**src/design/btb2l_ram.sv**
```systemverilog
// generic single-write, single-read ram with registered read data
module btb2l_ram #(
  parameter int WIDTH = 8,
  parameter int DEPTH = 16
) (
  input  logic                                     clk_i,
  input  logic                                     we_i,
  input  logic [(DEPTH > 1 ? $clog2(DEPTH) : 1)-1:0] waddr_i,
  input  logic [WIDTH-1:0]                         wdata_i,
  input  logic                                     re_i,
  input  logic [(DEPTH > 1 ? $clog2(DEPTH) : 1)-1:0] raddr_i,
  output logic [WIDTH-1:0]                         rdata_o
);

  logic [WIDTH-1:0] mem [DEPTH];
  logic [WIDTH-1:0] rdata_q;

  always_ff @(posedge clk_i) begin
    if (we_i) begin
      mem[waddr_i] <= wdata_i;
    end
    if (re_i) begin
      rdata_q <= mem[raddr_i];
    end
  end

  assign rdata_o = rdata_q;

endmodule

```
**config.mk**
```make
export PLATFORM = sky130hd
export DESIGN_NAME = btb2l_ram
export DESIGN_NICKNAME = d
export VERILOG_FILES = /design/src/design/btb2l_ram.sv
export SDC_FILE = /design/constraint.sdc
export NUM_CORES = 1
export LEC_CHECK = 0
export ABC_CLOCK_PERIOD_IN_PS = 2500
export BUFFER_PORTS_ARGS = -buffer_cell sky130_fd_sc_hd__buf_4
export CAP_MARGIN = 10
export CORE_ASPECT_RATIO = 1.4
export CORE_MARGIN = 3
export CORE_UTILIZATION = 60
export DETAILED_ROUTE_END_ITERATION = 16
export PLACE_DENSITY = 0.86
export SETUP_SLACK_MARGIN = 0.1
export SLEW_MARGIN = 20
export SYNTH_ARGS = -nofsm -noshare
export SYNTH_HDL_FRONTEND = slang
export SYNTH_SLANG_ARGS = --single-unit
```
**constraint.sdc**
```tcl
create_clock -name clk_i -period 2.5 [get_ports clk_i]
set_clock_uncertainty 0.05 [all_clocks]
set_input_delay 0.25 -clock clk_i [delete_from_list [all_inputs] [get_ports clk_i]]
set_output_delay 0.25 -clock clk_i [all_outputs]
set_load 0.01 [all_outputs]
```
==> results_dict.tcl <==
set metrics [dict create \
    synthFlopType "edfxtp_1" \
    fin_crit_sh 0.634 \
    layout_min_cycle_time_ps 1580 \
    drtIter0Drc 298 \
    clock_latency_ps 420 \
    num_io_pins 27 \
    wirelength_microns 10200 \
    core_area_sq_mm 0.00834 \
    p_leak_uw 0.00212 \
    start_util 0.626 \
    fin_nets 298 \
    yosysMostFrequentCell "edfxtp_1" \
    yosysTopAreaCellShare 0.781 \
    rsz0062_at_grt "false" \
    synth_seq_cells 136 \
    worstHoldStart "re_i" \
    netlist_area_sq_mm 0.00523 \
    r2r_setup_slack_ps 920 \
    ys_types 18 \
    postCtsSetupBuffers 0 \
    die_y_microns 116 \
    cts-root-buf "clkbuf_16" \
    hold_viol 0 \
    worstReg2RegEnd "rdata_o[5]$_DFFE_PP_" \
    r2r_cells 3 \
    ir_drop_v 0.000796 \
    antenna_found_initial 0 \
    fill_cells 426 \
    crit_start "mem[11][5]$_DFFE_PP_" \
    grt_max_degree 33 \
    crit_end "rdata_o[5]$_DFFE_PP_" \
    dpl.hpwl_microns 6220 \
    dieArea_sq_mm 0.00988 \
    clock_path_buffers 2 \
    ys_warn_count 0 \
    ys_seq_area_frac 0.781 \
    grt_pass1_wl_microns 15600 \
    drcViolationCount 0 \
    place_area_sq_mm 0.00559 \
    timing.rr.start "mem[11][5]$_DFFE_PP_" \
    vias 2531 \
    setup_viol 0 \
    critPathArrivalTime_ps 1680 \
    grt-ovfl-total 0 \
    synth_edf_count 136 \
    wl_per_cell_microns 26.0 \
    slew_viol_final 0 \
    holdWs_ps 69.1 \
    end_kind "flip-flop" \
    fin_util 0.745 \
    die_w_microns 84.9 \
    required_ps 2600 \
    area_delta_synth_final_pct 18.9 \
    final_area_sq_mm 0.00622 \
    row_count 39 \
    cts.repair.resized 0 \
    cts_tree "yes" \
    hold_class "in2reg" \
    synthArstFlopShare 0 \
    power.density_mw_per_mm2 875 \
    syn_avg_cell_area_sq_um 22.8 \
    crit_type "reg2reg" \
    worstMarginPinSlew_ps 865 \
    grt_pass1_vias 2607 \
    cp-start-kind "flip-flop" \
    portBuffers 26 \
    clk_transition_reported_paths_ps 60 \
    numCtsBuffers 17 \
    synth_nets 248 \
    num_antenna_cells 0 \
    maxCapViolations 0 \
    cts_hold_buf 0 \
    postRouteAntennaNets 0 \
    drive_gt1_frac 0.315 \
    slew_headroom 0.421 \
    netlist_top_cells_area "edfxtp_1 78%, mux4_2 7.8%, mux4_1 7.0%" \
    track_usage 0.233 \
    place_congestion 0.746 \
    h-tree-depth 4 \
    avgViaCountPerCell 6.42 \
    yosysTopAreaCell "edfxtp_1" \
    max_freq_mhz 631 \
    crit_fanout 1 \
    place_inst 362 \
    outcome "complete, no violations" \
    cts.sinks 136 \
    synth_commonest_cells "136 x edfxtp_1, 18 x mux4_2, 16 x a22oi_1" \
    tns_ps 0 \
    synthCells 229 \
    instances_no_fill 394 \
    dr.pass1.iters 5 \
]
worst max-delay path: stages, from the launching register on:
cell	delay (ps)
edfxtp_1	390
mux4_1	530
a22oi_1	240
nand2_1	110
cell families (layout without fill, tap and decap cells):
| family | after synthesis | in the layout | share of synthesized area |
|---|---|---|---|
| AOI/OAI and AO/OA | 16 | 16 | 0.0230 |
| buffers and inverters | 10 | 73 | 0.0165 |
| DFF | 136 | 136 | 0.781 |
| muxes | 32 | 32 | 0.148 |
| and+or+nand+nor | 35 | 35 | 0.0314 |
power breakdown:
| part | switching [uW] | total, uW | leakage (uW) | internal, uW |
|---|---|---|---|---|
| sequential | 14.1 | 2580 | 0.00124 | 2570 |
| clock | 937 | 2610 | 0.000300 | 1670 |
| combinational | 135 | 246 | 0.000579 | 111 |
| total | 1090 | 5440 | 0.00212 | 4350 |
sequential cells by signal (all words and copies together) (netlist names):
register and cells:
rdata_o 8, mem 128
stage by stage:
stage          worst slack (ps)  power (uW)
6_report                    916        5440
5_1_grt                     860        5610
4_1_cts                     927        5470
3_5_place_dp                530        2880
3_3_place_gp                625        2860
2_1_floorplan               707        2760
per-layer routing:
metal  up-vias  GRT usage  share of wire
met5         -          0              0
met4         0      0.119          0.035
met2       134      0.366           0.51
met1      1291      0.304           0.39
li1       1080          -              -
met3        26     0.0635          0.072
worst min path at each step:
stage / to / slack [ps] / depth (start not counted)
after global routing: rdata_o[7]$_DFFE_PP_ / 70 / 1
after detailed placement: rdata_o[7]$_DFFE_PP_ / 500 / 1
final: rdata_o[7]$_DFFE_PP_ / 70 / 1
after floorplan: mem[0][0]$_DFFE_PP_ / 300 / 0
after CTS: rdata_o[7]$_DFFE_PP_ / 60 / 1
after global placement: mem[10][1]$_DFFE_PP_ / 490 / 1
final cells by class:
class	instances	area (sq um)	share of cell area
Clock buffer	17	425	0.0684
Clock inverter	15	201	0.0324
Multi-Input combinational cell	83	1060	0.170
Sequential cell	136	4080	0.657
Tap cell	102	128	0.0205
Timing Repair Buffer	41	320	0.0515
cells in the final DEF (no fill, tap or decap):
cell type | Yosys | layout
edfxtp_1 | 136 | 136
buf_4 | 1 | 40
mux4_2 | 18 | 18
clkbuf_16 | 0 | 17
a22oi_1 | 16 | 16
mux4_1 | 14 | 14
nor2_1 | 13 | 13
nand2_1 | 9 | 9
nor3_1 | 4 | 4
bufinv_16 | 0 | 4
clkinvlp_4 | 0 | 3
clkinv_4 | 0 | 3
clkinv_2 | 0 | 3
nand3b_1 | 2 | 2
nand2b_1 | 2 | 2
inv_6 | 0 | 2
nor2b_1 | 1 | 1
and2_1 | 1 | 1
and2b_1 | 1 | 1
nand3_1 | 1 | 1
or3b_2 | 1 | 1
buf_12 | 0 | 1
Note: power is estimated with default switching activity, not from simulation.
